--- src/hdl/cfsc_pkg.sv ---
`timescale 1ns / 1ps
`default_nettype none
package cfsc_pkg;
    localparam int CompBits = 16;
    localparam int FracBits = 15;
    localparam int MagW     = CompBits + 1;
    localparam int RemW     = CompBits + 1;
    localparam int CoordW   = FracBits + 1;

    typedef logic [2:0] t_face;
    localparam t_face FACE_PX = 3'd0;
    localparam t_face FACE_NX = 3'd1;
    localparam t_face FACE_PY = 3'd2;
    localparam t_face FACE_NY = 3'd3;
    localparam t_face FACE_PZ = 3'd4;
    localparam t_face FACE_NZ = 3'd5;

    // setup for one coordinate divider lane
    typedef struct packed {
        logic                dodiv;
        logic                one;
        logic [RemW-1:0]     num;
        logic [CompBits-1:0] den;
    } t_lane;
endpackage
`default_nettype wire

--- src/hdl/cfsc_div_lane.sv ---
`timescale 1ns / 1ps
`default_nettype none
// pipelined restoring divider, one quotient bit per stage
module cfsc_div_lane (
    input  wire logic                        i_clk,
    input  wire cfsc_pkg::t_lane             i_lane,
    output logic [cfsc_pkg::CoordW-1:0]      o_coord
);
    localparam int F = cfsc_pkg::FracBits;
    localparam int R = cfsc_pkg::RemW;
    localparam int C = cfsc_pkg::CompBits;

    logic [R-1:0] r_rem  [1:F-1];
    logic [F-1:0] r_q    [1:F];
    logic [C-1:0] r_den  [1:F-1];
    logic         r_div  [1:F];
    logic         r_one  [1:F];

    for (genvar k = 0; k < F; k++) begin : g_stage
        logic [R-1:0] p_rem;
        logic [F-1:0] p_q;
        logic [C-1:0] p_den;
        logic         p_div;
        logic         p_one;
        logic         n_bit;

        // stage inputs: the lane setup feeds the first stage
        if (k == 0) begin : g_first
            assign p_rem = i_lane.num;
            assign p_q   = '0;
            assign p_den = i_lane.den;
            assign p_div = i_lane.dodiv;
            assign p_one = i_lane.one;
        end else begin : g_next
            assign p_rem = r_rem[k];
            assign p_q   = r_q[k];
            assign p_den = r_den[k];
            assign p_div = r_div[k];
            assign p_one = r_one[k];
        end

        // one quotient bit
        always_comb begin
            n_bit = p_rem >= {1'b0, p_den};
        end

        always_ff @(posedge i_clk) begin
            r_q[k+1]   <= {p_q[F-2:0], n_bit};
            r_div[k+1] <= p_div;
            r_one[k+1] <= p_one;
        end

        // partial remainder for the next stage
        if (k < F - 1) begin : g_carry
            logic [R-1:0] n_sub;
            always_comb begin
                n_sub = n_bit ? (p_rem - {1'b0, p_den}) : p_rem;
            end
            always_ff @(posedge i_clk) begin
                r_rem[k+1] <= {n_sub[R-2:0], 1'b0};
                r_den[k+1] <= p_den;
            end
        end
    end

    // constant ends or the quotient
    always_comb begin
        if (r_div[F]) begin
            o_coord = {1'b0, r_q[F]};
        end else begin
            o_coord = {r_one[F], {F{1'b0}}};
        end
    end
endmodule
`default_nettype wire

--- src/hdl/cube_face_select_and_coords.sv ---
`timescale 1ns / 1ps
`default_nettype none
// Cube-map face selection and face coordinates. A direction is taken with
// start whenever busy is low; busy never rises, so one direction per cycle
// is accepted. The accepting edge loads the first setup stage; the result
// then passes the second setup stage and one divider stage per fraction
// bit and is on the outputs for one cycle with o_valid high; the
// receiver cannot stall, so results must be taken as they come.
module cube_face_select_and_coords (
    input  wire logic                                i_clk,
    input  wire logic                                i_rst_n,
    input  wire logic                                start,
    output logic                                     busy,
    input  wire logic signed [cfsc_pkg::CompBits-1:0] i_vec_x,
    input  wire logic signed [cfsc_pkg::CompBits-1:0] i_vec_y,
    input  wire logic signed [cfsc_pkg::CompBits-1:0] i_vec_z,
    input  wire logic                                i_face_auto,
    input  wire logic [2:0]                          i_face_sel,
    output logic                                     o_valid,
    output logic [2:0]                               o_face,
    output logic [cfsc_pkg::CoordW-1:0]              o_coord_u,
    output logic [cfsc_pkg::CoordW-1:0]              o_coord_v
);
    localparam int C = cfsc_pkg::CompBits;
    localparam int M = cfsc_pkg::MagW;
    localparam int R = cfsc_pkg::RemW;
    localparam int F = cfsc_pkg::FracBits;

    assign busy = 1'b0;

    function automatic logic [M-1:0] mag_of(input logic signed [C-1:0] v);
        logic signed [M-1:0] w;
        w = M'(v);
        return w[M-1] ? M'(-w) : M'(w);
    endfunction

    // stage 1: magnitudes and face choice
    logic [M-1:0]      n_ax, n_ay, n_az;
    cfsc_pkg::t_face   n_face;
    always_comb begin
        n_ax = mag_of(i_vec_x);
        n_ay = mag_of(i_vec_y);
        n_az = mag_of(i_vec_z);
        if (!i_face_auto && i_face_sel <= cfsc_pkg::FACE_NZ) begin
            n_face = i_face_sel;
        end else if (n_ax > n_ay && n_ax > n_az) begin
            n_face = (i_vec_x > 0) ? cfsc_pkg::FACE_PX : cfsc_pkg::FACE_NX;
        end else if (n_ay > n_ax && n_ay > n_az) begin
            n_face = (i_vec_y > 0) ? cfsc_pkg::FACE_PY : cfsc_pkg::FACE_NY;
        end else begin
            n_face = (i_vec_z > 0) ? cfsc_pkg::FACE_PZ : cfsc_pkg::FACE_NZ;
        end
    end

    logic                    r_v1;
    logic signed [C-1:0]     r_x, r_y, r_z;
    cfsc_pkg::t_face         r_face1;
    always_ff @(posedge i_clk) begin
        if (!i_rst_n) begin
            r_v1 <= 1'b0;
        end else begin
            r_v1 <= start & ~busy;
        end
        r_x     <= i_vec_x;
        r_y     <= i_vec_y;
        r_z     <= i_vec_z;
        r_face1 <= n_face;
    end

    // stage 2: pick axes per face and set up both lanes
    logic signed [C-1:0] n_mj, n_mu, n_mv;
    logic                n_su, n_sv;
    logic [M-1:0]        n_a, n_amu, n_amv;
    logic                n_opp;
    cfsc_pkg::t_lane     n_lu, n_lv;

    function automatic cfsc_pkg::t_lane setup(input logic signed [C-1:0] m,
                                              input logic neg,
                                              input logic [M-1:0] a,
                                              input logic [M-1:0] am);
        cfsc_pkg::t_lane     l;
        logic signed [R:0]   sm;
        logic signed [R:0]   sum;
        sm  = neg ? -(R+1)'(m) : (R+1)'(m);
        sum = sm + $signed({1'b0, R'(a)});
        l.dodiv = a > am;
        l.one   = (m > 0) ^ neg;
        l.num   = sum[R-1:0];
        l.den   = a[C-1:0];
        return l;
    endfunction

    always_comb begin
        unique case (r_face1)
            cfsc_pkg::FACE_PX: begin
                n_mj = r_x; n_mu = r_z; n_mv = r_y; n_su = 1'b1; n_sv = 1'b1;
            end
            cfsc_pkg::FACE_NX: begin
                n_mj = r_x; n_mu = r_z; n_mv = r_y; n_su = 1'b0; n_sv = 1'b1;
            end
            cfsc_pkg::FACE_PY: begin
                n_mj = r_y; n_mu = r_x; n_mv = r_z; n_su = 1'b0; n_sv = 1'b0;
            end
            cfsc_pkg::FACE_NY: begin
                n_mj = r_y; n_mu = r_x; n_mv = r_z; n_su = 1'b0; n_sv = 1'b1;
            end
            cfsc_pkg::FACE_PZ: begin
                n_mj = r_z; n_mu = r_x; n_mv = r_y; n_su = 1'b0; n_sv = 1'b1;
            end
            default: begin
                n_mj = r_z; n_mu = r_x; n_mv = r_y; n_su = 1'b1; n_sv = 1'b1;
            end
        endcase
        n_a   = mag_of(n_mj);
        n_amu = mag_of(n_mu);
        n_amv = mag_of(n_mv);
        n_lu  = setup(n_mu, n_su, n_a, n_amu);
        n_lv  = setup(n_mv, n_sv, n_a, n_amv);
        // major component points away from the face: push to nearer edge
        n_opp = (r_face1[0] ? (n_mj > 0) : (n_mj < 0)) && n_a > n_amu && n_a > n_amv;
        if (n_opp) begin
            if (n_amu > n_amv) begin
                n_lu.dodiv = 1'b0;
                n_lu.one   = (n_mu != 0) && ((n_mu > 0) ^ n_su);
            end else begin
                n_lv.dodiv = 1'b0;
                n_lv.one   = (n_mv != 0) && ((n_mv > 0) ^ n_sv);
            end
        end
    end

    logic            r_v2;
    cfsc_pkg::t_face r_face2;
    cfsc_pkg::t_lane r_lu, r_lv;
    always_ff @(posedge i_clk) begin
        if (!i_rst_n) begin
            r_v2 <= 1'b0;
        end else begin
            r_v2 <= r_v1;
        end
        r_face2 <= r_face1;
        r_lu    <= n_lu;
        r_lv    <= n_lv;
    end

    // divider lanes
    cfsc_div_lane u_lane_u (.i_clk(i_clk), .i_lane(r_lu), .o_coord(o_coord_u));
    cfsc_div_lane u_lane_v (.i_clk(i_clk), .i_lane(r_lv), .o_coord(o_coord_v));

    // valid and face travel alongside the lanes
    logic            r_vp [0:F-1];
    cfsc_pkg::t_face r_fp [0:F-1];
    always_ff @(posedge i_clk) begin
        if (!i_rst_n) begin
            for (int k = 0; k < F; k++) r_vp[k] <= 1'b0;
        end else begin
            r_vp[0] <= r_v2;
            for (int k = 1; k < F; k++) r_vp[k] <= r_vp[k-1];
        end
        r_fp[0] <= r_face2;
        for (int k = 1; k < F; k++) r_fp[k] <= r_fp[k-1];
    end

    assign o_valid = r_vp[F-1];
    assign o_face  = r_fp[F-1];

    // checks
    a_coord_range: assert property (@(posedge i_clk) disable iff (!i_rst_n)
        o_valid |-> (o_coord_u <= {1'b1, {F{1'b0}}}) && (o_coord_v <= {1'b1, {F{1'b0}}}))
        else $error("coordinate above one");
    a_face_range: assert property (@(posedge i_clk) disable iff (!i_rst_n)
        o_valid |-> o_face <= cfsc_pkg::FACE_NZ)
        else $error("face code out of range");
    a_latency: assert property (@(posedge i_clk) disable iff (!i_rst_n)
        r_v2 |-> ##(F) o_valid)
        else $error("transaction lost in pipeline");
endmodule
`default_nettype wire

--- config.mk ---
export PLATFORM = sky130hd
export DESIGN_NAME = cube_face_select_and_coords
export DESIGN_NICKNAME = d
export VERILOG_FILES = /design/src/hdl/cfsc_pkg.sv /design/src/hdl/cfsc_div_lane.sv /design/src/hdl/cube_face_select_and_coords.sv
export SDC_FILE = /design/constraint.sdc
export NUM_CORES = 2
export LEC_CHECK = 0
export BUFFER_PORTS_ARGS = -buffer_cell sky130_fd_sc_hd__buf_4
export CAP_MARGIN = 20
export CORE_MARGIN = 3
export CORE_UTILIZATION = 58
export DETAILED_ROUTE_END_ITERATION = 8
export PLACE_DENSITY = 0.79
export SLEW_MARGIN = 20
export SYNTH_ARGS = -nofsm -noshare
export SYNTH_HDL_FRONTEND = slang
export SYNTH_HIERARCHICAL = 1
export SYNTH_SLANG_ARGS = --single-unit
--- constraint.sdc ---
create_clock -name i_clk -period 4.9 [get_ports i_clk]
set_input_delay 0.98 -clock i_clk [delete_from_list [all_inputs] [get_ports i_clk]]
set_output_delay 0.98 -clock i_clk [all_outputs]
set_load 0.005 [all_outputs]
==> metrics.cfg <==
[logic_synthesis]
synthFlopType = dfxtp_1
synth_area_leader_cell = dfxtp_1
ys_warn_count = 6
synth_area_um2 = 62000
yosysUniqueCellTypes = 98
synth.top_cell.area_share_pct = 44.1
ys_async_sr_fraction_pct = 0
ys_seq_area_share_pct = 44.1
synth-edff-count = 0
synth_most_common_cell = dfxtp_1
avgSynthCellArea_um2 = 9.65
netlist_top_cells_count = 1,366 x dfxtp_1, 681 x inv_1, 622 x ha_1, 437 x nand2_1, 403 x o21ai_0
synthCells = 6422
ys_ff_latch = 1366
ys_top_cells_by_area = dfxtp_1 44%, ha_1 13%, inv_1 4.1%

[clock_network]
clock_sinks = 1366
h-tree-depth = 4
cts.path.max_buffers = 3
cts_buffers = 137
cts_tree = built
cts_root_buffer = clkbuf_16
clock_latency_ns = 0.74
holdBufCountCts = 0
path_clk_slew_ns = 0.06

[timing]
drv_slew = 0
setup_tns_ns = 0
grt_setup_unrepaired = no
finalSetupViolations = 0
finalCriticalPeriod_ns = 4.58
post-route-period-util_pct = 93.5
fmax_mhz = 218
skew_ns = 0.0533
slew_headroom_pct = 27.6
tightest_slew_ns = 1.09
finalHoldViolations = 0

[layout]
drive_gt1_share_pct = 9.64
nets = 7311
syn_to_final_growth_pct = 11.6
nFillCells = 8157

[route]
num_vias = 44600
vias_per_cell = 5.50
drt-wirelength-per-cell_um = 16.3
dr.pass1.iters = 5
routed_wl_um = 132000
ant_nets = 0
drtIter0Drc = 2690
drc_errors = 0

[global_routing]
grt_usage_pct = 23.5
grt_pass1_vias = 45000
grt_max_degree = 31
grt_pass1_wl_um = 216000
gr-total-overflow = 0
antenna_found_initial = 4

[placement]
io_buffers = 90
place.gp.congestion = 0.954
place_hpwl_um = 100000

[floorplan]
rows = 119
dieArea_um2 = 111000
dieWidth_um = 333
core_um2 = 106000
io_pins = 92
initial_core_util_pct = 58.6
die_h_um = 333

[run_status]
status = complete, no violations

[setup_path]
cp-start-kind = flop
end_kind = flop
ff2ff_setup_slack_ns = 0.32
worstPathMaxFanout = 11
cp.arrival_ns = 5.25
path_class = reg2reg
cp_data_required_time_ns = 5.57

[run]
maxCapViolations = 0

[worst_hold_path]
min_path_type = reg2reg

## flip-flops by register name (all words and copies together) (netlist names)
| name | flops |
|---|---|
| u_lane_v/r_den | 224 |
| u_lane_u/r_den | 224 |
| r_face1 | 3 |
| r_v1 | 1 |
| r_face2 | 3 |
| u_lane_v/r_one | 15 |
| r_lv | 35 |
| u_lane_u/r_div | 15 |
| r_z | 16 |
| r_v2 | 1 |
| u_lane_v/r_q | 120 |
| u_lane_v/r_div | 15 |
| r_vp | 15 |
| u_lane_v/r_rem | 224 |
| u_lane_u/r_rem | 224 |
| r_x | 16 |
| u_lane_u/r_q | 120 |
| r_y | 16 |
| r_lu | 19 |
| u_lane_u/r_one | 15 |
| r_fp | 45 |
## layout make-up
class                      count  area (um2)  share of cell area (%)
clock inverter                58         870                    1.26
tap                         1391        1740                    2.52
antenna                        1        2.50                 0.00362
multi-input combinational   4271       31600                    45.7
inverter                     687        2580                    3.73
sequential                  1366       27300                    39.5
timing repair buffer         141        1070                    1.55
clock buffer                 187        3930                    5.68
## worst paths after layout
kind / from / endpoint / depth (start not counted)
setup reg to reg: r_face1[2] / r_lu[33] / 19
setup / recovery: r_face1[2] / r_lu[33] / 19
hold / removal: u_lane_u/r_q[0][64] / u_lane_u/r_q[0][80] / 0
hold reg to reg: u_lane_u/r_q[0][64] / u_lane_u/r_q[0][80] / 0
## routing by layer
metal | share of wire [%] | GRT usage (%) | up-vias | routed length (um)
li1 | - | - | 22400 | -
met1 | 42 | 27.5 | 20800 | 56100
met2 | 49 | 42.4 | 1052 | 64600
met3 | 4.4 | 3.61 | 339 | 5870
met4 | 4.1 | 10.2 | 2 | 5440
met5 | 0.0098 | 0 | - | 13
## through the flow
| step | std cells | cell area (um2) | util, % | hold WS (ns) | worst slack (ns) |
|---|---|---|---|---|---|
| after floorplan | 6429 | 62000 | - | 0.310 | 0.0332 |
| after global placement | 7855 | 64300 | 60.8 | 0.310 | 0.129 |
| after detailed placement | 7855 | 64300 | 60.8 | 0.312 | 0.0217 |
| after CTS | 8100 | 69100 | 65.4 | 0.307 | 0.136 |
| after global routing | 8101 | 69200 | 65.4 | 0.318 | 0.0363 |
| final | 8102 | 69200 | 65.4 | 0.310 | 0.320 |
## repair_timing
action | CTS | global route
endpoints found under the setup margin | 0 | 5
gates resized for setup | 0 | 8
endpoints found under the hold margin | 0 | 0
buffers inserted | 0 | 0
## cells by family (layout without fill, tap and decap cells)
group	Yosys count	count (layout)	synth area share (%)
buf+inv	792	1073	5.03
fa+ha+maj	655	655	13.6
xor+xnor	459	459	6.49
flops	1366	1366	44.1
compound gates	1452	1452	15.1
other cells	2	10	0.0121
simple gates	1461	1461	11.3
mux	235	235	4.34
## placed cells by master, fill, tap and decap left out, types with 90 or more instances in the layout
cell and instances:
nor3_1 93, a21o_1 181, xnor2_1 265, buf_4 139, a21oi_1 337, o21ai_0 402, clkbuf_16 138, xor2_1 193
nand2_1 437, mux2_2 138, inv_1 681, dfxtp_1 1365, nor2_1 367, ha_1 622, nor2b_1 90
## critical path, cell delays in order, from the launching register on
cell and delay [ns]:
dfxtp_1 0.37, buf_4 0.22, nand2b_1 0.17, buf_4 0.16
a21boi_1 0.25, o21ai_0 0.23, nor4_1 0.38, buf_4 0.20
o21a_1 0.22, nor2_1 0.08, xor2_1 0.19, ha_1 0.32
and2_1 0.15, nand4_1 0.15, nor4_1 0.49, a21oi_1 0.09
maj3_1 0.39, a2bb2oi_2 0.19, nor4_1 0.08, a31oi_1 0.19
Power is left out: the tool's default activity adds up to more than one toggle a clock period on the data nets, which glitch-free logic cannot reach.
